**src/rtl/core/assert_macros.svh**
```systemverilog
// Assertion helpers, clocked on clk_i and quiet while rst_ni is low
`ifndef ASSERT_MACROS_SVH
`define ASSERT_MACROS_SVH

// Same-cycle implication
`define ASSERT_IMPL(label, ante, cons) \
  label: assert property (@(posedge clk_i) disable iff (!rst_ni) (ante) |-> (cons)) \
    else $error("assertion failed");

// Next-cycle implication
`define ASSERT_NEXT(label, ante, cons) \
  label: assert property (@(posedge clk_i) disable iff (!rst_ni) (ante) |=> (cons)) \
    else $error("assertion failed");

`endif

```
**src/rtl/core/mme_pkg.sv**
```systemverilog
// ----------------------------------------------------------------------------
// mme_pkg
// Types, constants and helpers shared by the matrix multiply engine.
// ----------------------------------------------------------------------------
`default_nettype none

package mme_pkg;

  localparam int MAX_DIM    = 8;
  localparam int ELEM_WIDTH = 16;

  localparam int IDX_W  = (MAX_DIM > 1) ? $clog2(MAX_DIM) : 1;
  localparam int ADDR_W = 2 * IDX_W;
  localparam int DIM_W  = $clog2(MAX_DIM + 1);
  localparam int CFG_W  = 4;
  localparam int CIDX_W = 2;
  localparam int ACT_W  = 2;
  localparam int MUL_W  = 2 * ELEM_WIDTH;
  localparam int PROD_W = MUL_W + 3;

  typedef enum logic [ACT_W-1:0] {
    ACT_LOAD_A  = 2'd0,
    ACT_LOAD_B  = 2'd1,
    ACT_COMPUTE = 2'd2
  } action_e;

  typedef enum logic [CIDX_W-1:0] {
    REG_ROWS_A    = 2'd0,
    REG_INNER_DIM = 2'd1,
    REG_COLS_B    = 2'd2
  } reg_idx_e;

  typedef enum logic [1:0] {
    SEQ_IDLE,
    SEQ_RUN,
    SEQ_DRAIN
  } seq_state_e;

  // One issued multiply-accumulate step
  typedef struct packed {
    logic             valid;
    logic             first;
    logic             last_k;
    logic             last_entry;
    logic [IDX_W-1:0] row;
    logic [IDX_W-1:0] col;
  } mme_tag_t;

  // Size register as used: zero counts as one, large values clamp
  function automatic logic [DIM_W-1:0] eff_dim(input logic [CFG_W-1:0] v);
    logic [DIM_W-1:0] r;
    if (v == '0) begin
      r = DIM_W'(1);
    end else if (32'(v) > MAX_DIM) begin
      r = DIM_W'(MAX_DIM);
    end else begin
      r = DIM_W'(v);
    end
    return r;
  endfunction

endpackage

`default_nettype wire

```
**src/rtl/core/mme_ram.sv**
```systemverilog
// ----------------------------------------------------------------------------
// mme_ram
// Simple dual-port RAM, one write and one registered read port.
// ----------------------------------------------------------------------------
`default_nettype none

module mme_ram #(
  parameter int DATA_W = 16,
  parameter int ADDR_W = 6
) (
  input  wire logic              clk_i,
  input  wire logic              we_i,
  input  wire logic [ADDR_W-1:0] waddr_i,
  input  wire logic [DATA_W-1:0] wdata_i,
  input  wire logic [ADDR_W-1:0] raddr_i,
  output logic      [DATA_W-1:0] rdata_o
);

  logic [DATA_W-1:0] mem_q [2**ADDR_W];
  logic [DATA_W-1:0] rdata_q;

  always_ff @(posedge clk_i) begin
    if (we_i) begin
      mem_q[waddr_i] <= wdata_i;
    end
  end

  always_ff @(posedge clk_i) begin
    rdata_q <= mem_q[raddr_i];
  end

  assign rdata_o = rdata_q;

endmodule

`default_nettype wire

```
**src/rtl/core/mme_seq.sv**
```systemverilog
// ----------------------------------------------------------------------------
// mme_seq
// Walks i, j, k over the result and issues one read pair per cycle.
// ----------------------------------------------------------------------------
`default_nettype none

module mme_seq
  import mme_pkg::*;
(
  input  wire logic             clk_i,
  input  wire logic             rst_ni,
  input  wire logic             go_i,
  input  wire logic             done_i,
  input  wire logic [DIM_W-1:0] nr_i,
  input  wire logic [DIM_W-1:0] nk_i,
  input  wire logic [DIM_W-1:0] nc_i,
  output logic                  busy_o,
  output mme_tag_t              tag_o,
  output logic [IDX_W-1:0]      k_o
);

  seq_state_e state_q, state_d;
  logic [IDX_W-1:0] i_q, i_d, j_q, j_d, k_q, k_d;
  logic k_end, j_end, i_end, run;

  assign k_end = DIM_W'(k_q) == nk_i - DIM_W'(1);
  assign j_end = DIM_W'(j_q) == nc_i - DIM_W'(1);
  assign i_end = DIM_W'(i_q) == nr_i - DIM_W'(1);

  always_ff @(posedge clk_i or negedge rst_ni) begin
    if (!rst_ni) begin
      state_q <= SEQ_IDLE;
    end else begin
      state_q <= state_d;
    end
  end

  always_comb begin
    state_d = state_q;
    run     = 1'b0;
    unique case (state_q)
      SEQ_IDLE: begin
        if (go_i) state_d = SEQ_RUN;
      end
      SEQ_RUN: begin
        run = 1'b1;
        if (k_end && j_end && i_end) state_d = SEQ_DRAIN;
      end
      SEQ_DRAIN: begin
        if (done_i) state_d = SEQ_IDLE;
      end
      default: state_d = SEQ_IDLE;
    endcase
  end

  always_comb begin
    i_d = i_q;
    j_d = j_q;
    k_d = k_q;
    if (go_i && state_q == SEQ_IDLE) begin
      i_d = '0;
      j_d = '0;
      k_d = '0;
    end else if (run) begin
      if (k_end) begin
        k_d = '0;
        if (j_end) begin
          j_d = '0;
          i_d = i_q + IDX_W'(1);
        end else begin
          j_d = j_q + IDX_W'(1);
        end
      end else begin
        k_d = k_q + IDX_W'(1);
      end
    end
  end

  always_ff @(posedge clk_i or negedge rst_ni) begin
    if (!rst_ni) begin
      i_q <= '0;
      j_q <= '0;
      k_q <= '0;
    end else begin
      i_q <= i_d;
      j_q <= j_d;
      k_q <= k_d;
    end
  end

  assign busy_o           = state_q != SEQ_IDLE;
  assign tag_o.valid      = run;
  assign tag_o.first      = k_q == '0;
  assign tag_o.last_k     = k_end;
  assign tag_o.last_entry = j_end && i_end;
  assign tag_o.row        = i_q;
  assign tag_o.col        = j_q;
  assign k_o              = k_q;

endmodule

`default_nettype wire

```
**src/rtl/core/mme_mac.sv**
```systemverilog
// ----------------------------------------------------------------------------
// mme_mac
// Shared multiply-accumulate unit: multiply stage, accumulate stage and
// the result register.
// ----------------------------------------------------------------------------
`default_nettype none

module mme_mac
  import mme_pkg::*;
(
  input  wire logic                    clk_i,
  input  wire logic                    rst_ni,
  input  mme_tag_t                     tag_i,
  input  wire logic [ELEM_WIDTH-1:0]   a_i,
  input  wire logic [ELEM_WIDTH-1:0]   b_i,
  output logic                         valid_o,
  output logic signed [PROD_W-1:0]     value_o,
  output logic [IDX_W-1:0]             row_o,
  output logic [IDX_W-1:0]             col_o,
  output logic                         last_o
);

  mme_tag_t tag_s1_q, tag_s2_q;
  logic signed [MUL_W-1:0]  prod_q;
  logic signed [PROD_W-1:0] acc_q, acc_d;
  logic signed [PROD_W-1:0] value_q;
  logic [IDX_W-1:0]         row_q, col_q;
  logic                     valid_q, last_q;

  // tag_s1 lines up with the registered RAM data
  always_ff @(posedge clk_i or negedge rst_ni) begin
    if (!rst_ni) begin
      tag_s1_q <= '0;
      tag_s2_q <= '0;
      valid_q  <= 1'b0;
    end else begin
      tag_s1_q <= tag_i;
      tag_s2_q <= tag_s1_q;
      valid_q  <= tag_s2_q.valid && tag_s2_q.last_k;
    end
  end

  always_ff @(posedge clk_i) begin
    prod_q <= MUL_W'($signed(a_i) * $signed(b_i));
  end

  always_comb begin
    if (tag_s2_q.first) begin
      acc_d = PROD_W'(prod_q);
    end else begin
      acc_d = acc_q + PROD_W'(prod_q);
    end
  end

  always_ff @(posedge clk_i) begin
    if (tag_s2_q.valid) begin
      acc_q <= acc_d;
    end
    if (tag_s2_q.valid && tag_s2_q.last_k) begin
      value_q <= acc_d;
      row_q   <= tag_s2_q.row;
      col_q   <= tag_s2_q.col;
      last_q  <= tag_s2_q.last_entry;
    end
  end

  assign valid_o = valid_q;
  assign value_o = value_q;
  assign row_o   = row_q;
  assign col_o   = col_q;
  assign last_o  = last_q;

endmodule

`default_nettype wire

```
**src/rtl/core/matrix_multiply_engine.sv**
```systemverilog
// ----------------------------------------------------------------------------
// matrix_multiply_engine
// Dense C = A x B on signed Q8.8 elements held in two on-chip RAMs.
// ----------------------------------------------------------------------------
// Requests enter on start_i while busy_o is low: action_i selects a load of
// an A element, a load of a B element, or a compute. A load is written at
// the accepting edge; loads outside the configured sizes are dropped, and
// an unused action is ignored.
// A compute raises busy_o and emits every entry of C in row-major order,
// one per valid_o pulse, with last_o on the final one. Each entry is the
// exact Q16.16 sum, 35 bits signed.
// One shared multiply-accumulate unit does one product per cycle, fed by
// one read of each RAM per cycle, so a compute issues rows*cols*inner
// products; each sum passes the RAM read, product and result registers.
// busy_o falls the cycle after the last entry.
// Size registers (cfg_we_i/cfg_idx_i/cfg_data_i) reset to 8, zero acts as 1;
// users must write them only while the engine is idle; it does not check.
// Reset returns the sequencer to idle; matrix contents are undefined until
// loaded. The receiver cannot stall: each result is held for one cycle.
// ----------------------------------------------------------------------------
`default_nettype none

`include "assert_macros.svh"

module matrix_multiply_engine
  import mme_pkg::*;
(
  input  wire logic                    clk_i,
  input  wire logic                    rst_ni,
  input  wire logic                    cfg_we_i,
  input  wire logic [CIDX_W-1:0]       cfg_idx_i,
  input  wire logic [CFG_W-1:0]        cfg_data_i,
  input  wire logic                    start_i,
  output logic                         busy_o,
  input  wire logic [ACT_W-1:0]        action_i,
  input  wire logic [IDX_W-1:0]        row_index_i,
  input  wire logic [IDX_W-1:0]        col_index_i,
  input  wire logic signed [ELEM_WIDTH-1:0] element_value_i,
  output logic                         valid_o,
  output logic signed [PROD_W-1:0]     product_value_o,
  output logic [IDX_W-1:0]             out_row_o,
  output logic [IDX_W-1:0]             out_col_o,
  output logic                         last_o
);

  logic [CFG_W-1:0] rows_a_q, inner_dim_q, cols_b_q;
  logic [DIM_W-1:0] nr, nk, nc;
  logic             accept, go, we_a, we_b;
  logic [ADDR_W-1:0] waddr, raddr_a, raddr_b;
  logic [ELEM_WIDTH-1:0] a_rdata, b_rdata;
  mme_tag_t         tag;
  logic [IDX_W-1:0] k;

  always_ff @(posedge clk_i or negedge rst_ni) begin
    if (!rst_ni) begin
      rows_a_q    <= CFG_W'(MAX_DIM);
      inner_dim_q <= CFG_W'(MAX_DIM);
      cols_b_q    <= CFG_W'(MAX_DIM);
    end else if (cfg_we_i) begin
      unique case (cfg_idx_i)
        REG_ROWS_A:    rows_a_q    <= cfg_data_i;
        REG_INNER_DIM: inner_dim_q <= cfg_data_i;
        REG_COLS_B:    cols_b_q    <= cfg_data_i;
        default: ;
      endcase
    end
  end

  assign nr = eff_dim(rows_a_q);
  assign nk = eff_dim(inner_dim_q);
  assign nc = eff_dim(cols_b_q);

  assign accept = start_i && !busy_o;
  assign go     = accept && action_i == ACT_COMPUTE;
  assign we_a   = accept && action_i == ACT_LOAD_A
                  && DIM_W'(row_index_i) < nr && DIM_W'(col_index_i) < nk;
  assign we_b   = accept && action_i == ACT_LOAD_B
                  && DIM_W'(row_index_i) < nk && DIM_W'(col_index_i) < nc;
  assign waddr  = {row_index_i, col_index_i};

  assign raddr_a = {tag.row, k};
  assign raddr_b = {k, tag.col};

  mme_ram #(.DATA_W(ELEM_WIDTH), .ADDR_W(ADDR_W)) u_ram_a (
    .clk_i   (clk_i),
    .we_i    (we_a),
    .waddr_i (waddr),
    .wdata_i (element_value_i),
    .raddr_i (raddr_a),
    .rdata_o (a_rdata)
  );

  mme_ram #(.DATA_W(ELEM_WIDTH), .ADDR_W(ADDR_W)) u_ram_b (
    .clk_i   (clk_i),
    .we_i    (we_b),
    .waddr_i (waddr),
    .wdata_i (element_value_i),
    .raddr_i (raddr_b),
    .rdata_o (b_rdata)
  );

  mme_seq u_seq (
    .clk_i  (clk_i),
    .rst_ni (rst_ni),
    .go_i   (go),
    .done_i (valid_o && last_o),
    .nr_i   (nr),
    .nk_i   (nk),
    .nc_i   (nc),
    .busy_o (busy_o),
    .tag_o  (tag),
    .k_o    (k)
  );

  mme_mac u_mac (
    .clk_i   (clk_i),
    .rst_ni  (rst_ni),
    .tag_i   (tag),
    .a_i     (a_rdata),
    .b_i     (b_rdata),
    .valid_o (valid_o),
    .value_o (product_value_o),
    .row_o   (out_row_o),
    .col_o   (out_col_o),
    .last_o  (last_o)
  );

  // results only appear inside a compute
  `ASSERT_IMPL(a_result_busy, valid_o, busy_o)
  // engine is idle straight after the final entry
  `ASSERT_NEXT(a_last_idle, valid_o && last_o, !busy_o)
  // a compute request always starts the sequencer
  `ASSERT_NEXT(a_compute_busy, go, busy_o)
  // no RAM write while a compute is under way
  `ASSERT_IMPL(a_no_load_busy, busy_o, !we_a && !we_b)

endmodule

`default_nettype wire

```
**config.mk**
```make
export PLATFORM = sky130hd
export DESIGN_NAME = matrix_multiply_engine
export DESIGN_NICKNAME = d
export VERILOG_FILES = /design/src/rtl/core/mme_pkg.sv /design/src/rtl/core/mme_ram.sv /design/src/rtl/core/mme_seq.sv /design/src/rtl/core/mme_mac.sv /design/src/rtl/core/matrix_multiply_engine.sv
export VERILOG_INCLUDE_DIRS = /design/src /design/src/rtl/core
export SDC_FILE = /design/constraint.sdc
export NUM_CORES = 2
export LEC_CHECK = 0
export ABC_AREA = 0
export BUFFER_PORTS_ARGS = -buffer_cell sky130_fd_sc_hd__buf_2
export CAP_MARGIN = 10
export CORE_MARGIN = 2
export CORE_UTILIZATION = 50
export CTS_BUF_LIST = sky130_fd_sc_hd__clkbuf_16
export DETAILED_ROUTE_END_ITERATION = 12
export HOLD_SLACK_MARGIN = 0.08
export PLACE_DENSITY = 0.65
export SLEW_MARGIN = 20
export SYNTH_ARGS = -nofsm -noshare
export SYNTH_HDL_FRONTEND = slang
export SYNTH_SLANG_ARGS = --single-unit
```
**constraint.sdc**
```tcl
create_clock -name clk_i -period 8.6 [get_ports clk_i]
set_clock_uncertainty 0.2 [all_clocks]
set_input_delay 0.43 -clock clk_i [delete_from_list [all_inputs] [get_ports clk_i]]
set_output_delay 0.43 -clock clk_i [all_outputs]
set_load 0.02 [all_outputs]
```
==> impl_metrics.py <==
metrics = {
    "outcome": {
        "status": "completed",
    },
    "clock_network": {
        "clk_path_buf_depth": 3,
        "cts-root-buf": "clkbuf_16",
        "clkSlewWorstSetupHoldPaths_ns": 0.06,
        "cts_tree": "built",
        "cts_sinks": 2233,
        "htree_levels": 4,
        "cts_buffers": 216,
        "clk_latency_ns": 0.86,
        "post_cts.repair.setup_buffers": 0,
    },
    "synthesis": {
        "ys_top_cells_by_count": "edfxtp_1 (2125), mux4_2 (672), inv_1 (305)",
        "netlist.area_leader.share_pct": 66.8,
        "yosys-top-cells-area": "edfxtp_1 (67%), mux4_2 (16%), fa_1 (5.5%), ha_1 (1.7%), dfxtp_1 (1.3%)",
        "yosysSeqAreaShare_pct": 69.3,
        "syn_nets": 5165,
        "yosysTopAreaCell": "edfxtp_1",
        "syn_inst": 4737,
        "synthFlopType": "edfxtp_1",
        "synth_edf_count": 2125,
        "synth_async_sr_flop_share_pct": 1.97,
        "synth_area_sq_um": 95500,
        "ys_warn_count": 0,
        "ys_ff_latch": 2233,
        "synth_cell_types": 74,
        "yosysMostFrequentCell": "edfxtp_1",
        "avgSynthCellArea_sq_um": 20.2,
    },
    "grt": {
        "grt_start_max_net_pins": 145,
        "gr-total-overflow": 0,
        "grt_pass1_wl_um": 326000,
        "grt_pass1_vias": 46500,
        "gr-usage-all-layers_pct": 23.3,
        "grt_antenna_before_repair": 16,
    },
    "worst_setup_path": {
        "cp-end-kind": "register",
        "worstPathArrival_ns": 7.50,
        "cpMostUsedCell": "fa_1",
        "worst_path_dominant_cell_family": "adder cells",
        "crit_path_top_delay_cell": "dfxtp_1",
        "crit_required_ns": 9.14,
        "crit_fanout": 16,
        "crit_buf_inv": 3,
        "max_stage_delay_ns": 0.74,
        "path_class": "reg2reg",
        "cp-start-kind": "register",
        "crit_chain": "nand2_1, inv_1, fa_1, fa_1, fa_1, fa_1, fa_1, inv_1, fa_1, inv_1, ha_1, and4_1, a31o_2, a21o_1, a211o_1, nand4_1, a31oi_1, o22ai_2, mux2i_1, o2111ai_1",
    },
    "placement": {
        "port_buffers": 77,
        "dp_hpwl_um": 134000,
        "routabilityCongestion": 0.843,
    },
    "cells_and_area": {
        "nets": 5459,
        "multi_input_area_sq_um": 27200,
        "seq_area_sq_um": 66200,
        "syn_to_final_growth_pct": 12.1,
        "fillers": 14000,
        "drive_above_1_share_pct": 24.5,
        "fin_util_pct": 56.3,
    },
    "timing": {
        "max_freq_ghz": 0.144,
        "drv_slew": 0,
        "setup_viol": 0,
        "hold_viol": 0,
        "rsz0062_at_grt": "false",
        "fin_crit_sh_pct": 80.9,
        "worstMarginPinSlew_ns": 1.12,
        "setup_tns_ns": 0,
        "post-route-min-period_ns": 6.96,
        "slew_headroom_pct": 25.3,
    },
    "routing": {
        "wire_per_inst_um": 28.8,
        "wirelength_um": 223000,
        "drt_pass1_iterations": 5,
        "viasPerCell": 5.98,
        "postRouteAntennaNets": 0,
        "first_iter_violations": 5291,
        "vias": 46300,
        "drc": 0,
    },
    "die": {
        "core_area_sq_um": 190000,
        "die_w_um": 441,
        "rows": 160,
        "io_pins": 78,
        "die-area_sq_um": 194000,
        "die_h_um": 441,
        "initial_core_util_pct": 50.3,
    },
    "flow_run": {
        "drv_cap": 0,
    },
    "min_path": {
        "hold_path.class": "reg2reg",
    },
}
==> cell families (layout without fill, tap and decap cells) <==
kind of cell | count (synthesis) | after routing | share of synthesized area [%]
buf+inv | 515 | 1002 | 2.17
compound gates | 226 | 226 | 1.56
simple gates | 609 | 609 | 3.02
other cells | 0 | 8 | 0
mux | 689 | 689 | 16.0
xor+xnor | 71 | 71 | 0.651
flops | 2233 | 2233 | 69.3
fa+ha+maj | 394 | 394 | 7.23
==> what timing repair did <==
action | 4_1_cts | 5_1_grt
hold endpoints to repair | 871 | 0
resized for setup | 0 | 0
hold buffers | 32 | 0
==> registers in the layout, indices dropped and copies added (netlist names), 4 cells and up <==
register / count
u_ram_a.mem_q: 1024
u_mac.prod_q: 32
u_mac.acc_q: 35
cols_b_q: 4
u_ram_a.rdata_o: 16
inner_dim_q: 4
u_mac.tag_s1_q: 10
u_ram_b.mem_q: 1024
u_ram_b.rdata_o: 16
u_mac.value_o: 35
rows_a_q: 4
u_mac.tag_s2_q: 10
==> cell usage in the layout (no fill, tap or decap), types with 12 or more instances in the layout <==
cell type / count
nand2b_1: 20
dfxtp_1: 64
mux2_2: 14
clkinv_2: 40
a21o_1: 17
nor3_1: 12
ha_1: 131
xnor2_1: 47
dlygate4sd3_1: 32
nor2_1: 183
o21a_1: 13
nand3_1: 12
edfxtp_1: 2125
a21oi_1: 59
buf_4: 179
dfrtp_1: 32
o21ai_0: 58
fa_1: 263
clkbuf_16: 230
xor2_1: 24
inv_1: 354
bufinv_16: 16
and2_1: 128
clkinv_1: 56
nand2_1: 193
mux4_2: 672
buf_2: 61
==> layer usage <==
metal  global-route usage, %  wire length, um  part of all wire (%)  up-vias
met5                       0               25                 0.011        -
met1                    36.3            97700                    44    24900
met3                    3.72            17900                   8.0      257
met2                    34.8           103000                    46     1897
met4                    5.25             4050                   1.8        4
li1                        -                -                     -    19300
==> area by class of cell <==
class / instances / share of cell area [%]
flip-flops and latches: 2233 / 61.9
multi-input cells: 1989 / 25.4
clock buffers: 230 / 5.38
well taps: 2511 / 2.94
repair buffers: 284 / 2.05
clock inverters: 181 / 1.24
inverters: 307 / 1.08
diodes: 8 / 0.0187
==> per-stage QoR <==
stage / hold WS [ns] / worst slack (ns) / std cells / cell area, sq um
global route: 0.150 / 1.37 / 7739 / 107000
detailed placement: 0.135 / 1.67 / 7291 / 99600
floorplan: -0.0656 / 2.26 / 4737 / 95500
CTS: 0.138 / 1.68 / 7734 / 107000
global placement: 0.132 / 1.78 / 7291 / 99600
finish: 0.144 / 1.64 / 7743 / 107000
==> final timing paths <==
| path | slack, ns | startpoint | end | cells after the start |
|---|---|---|---|---|
| max | 1.64 | u_ram_b.rdata_o[2] | u_mac.prod_q[28] | 20 |
| min | 0.14 | u_mac.tag_s1_q[6] | u_mac.tag_s2_q[6] | 0 |
| max in group asynchronous | 7.03 | rst_ni | u_seq.k_o[2] | 4 |
| min reg2reg | 0.14 | u_mac.tag_s1_q[6] | u_mac.tag_s2_q[6] | 0 |
| max reg2reg | 1.64 | u_ram_b.rdata_o[2] | u_mac.prod_q[28] | 20 |
| min in group asynchronous | 0.56 | rst_ni | rows_a_q[1] | 4 |
Power is not shown: default switching activity piles up to over one toggle a cycle in this logic, so the estimate is an artifact.
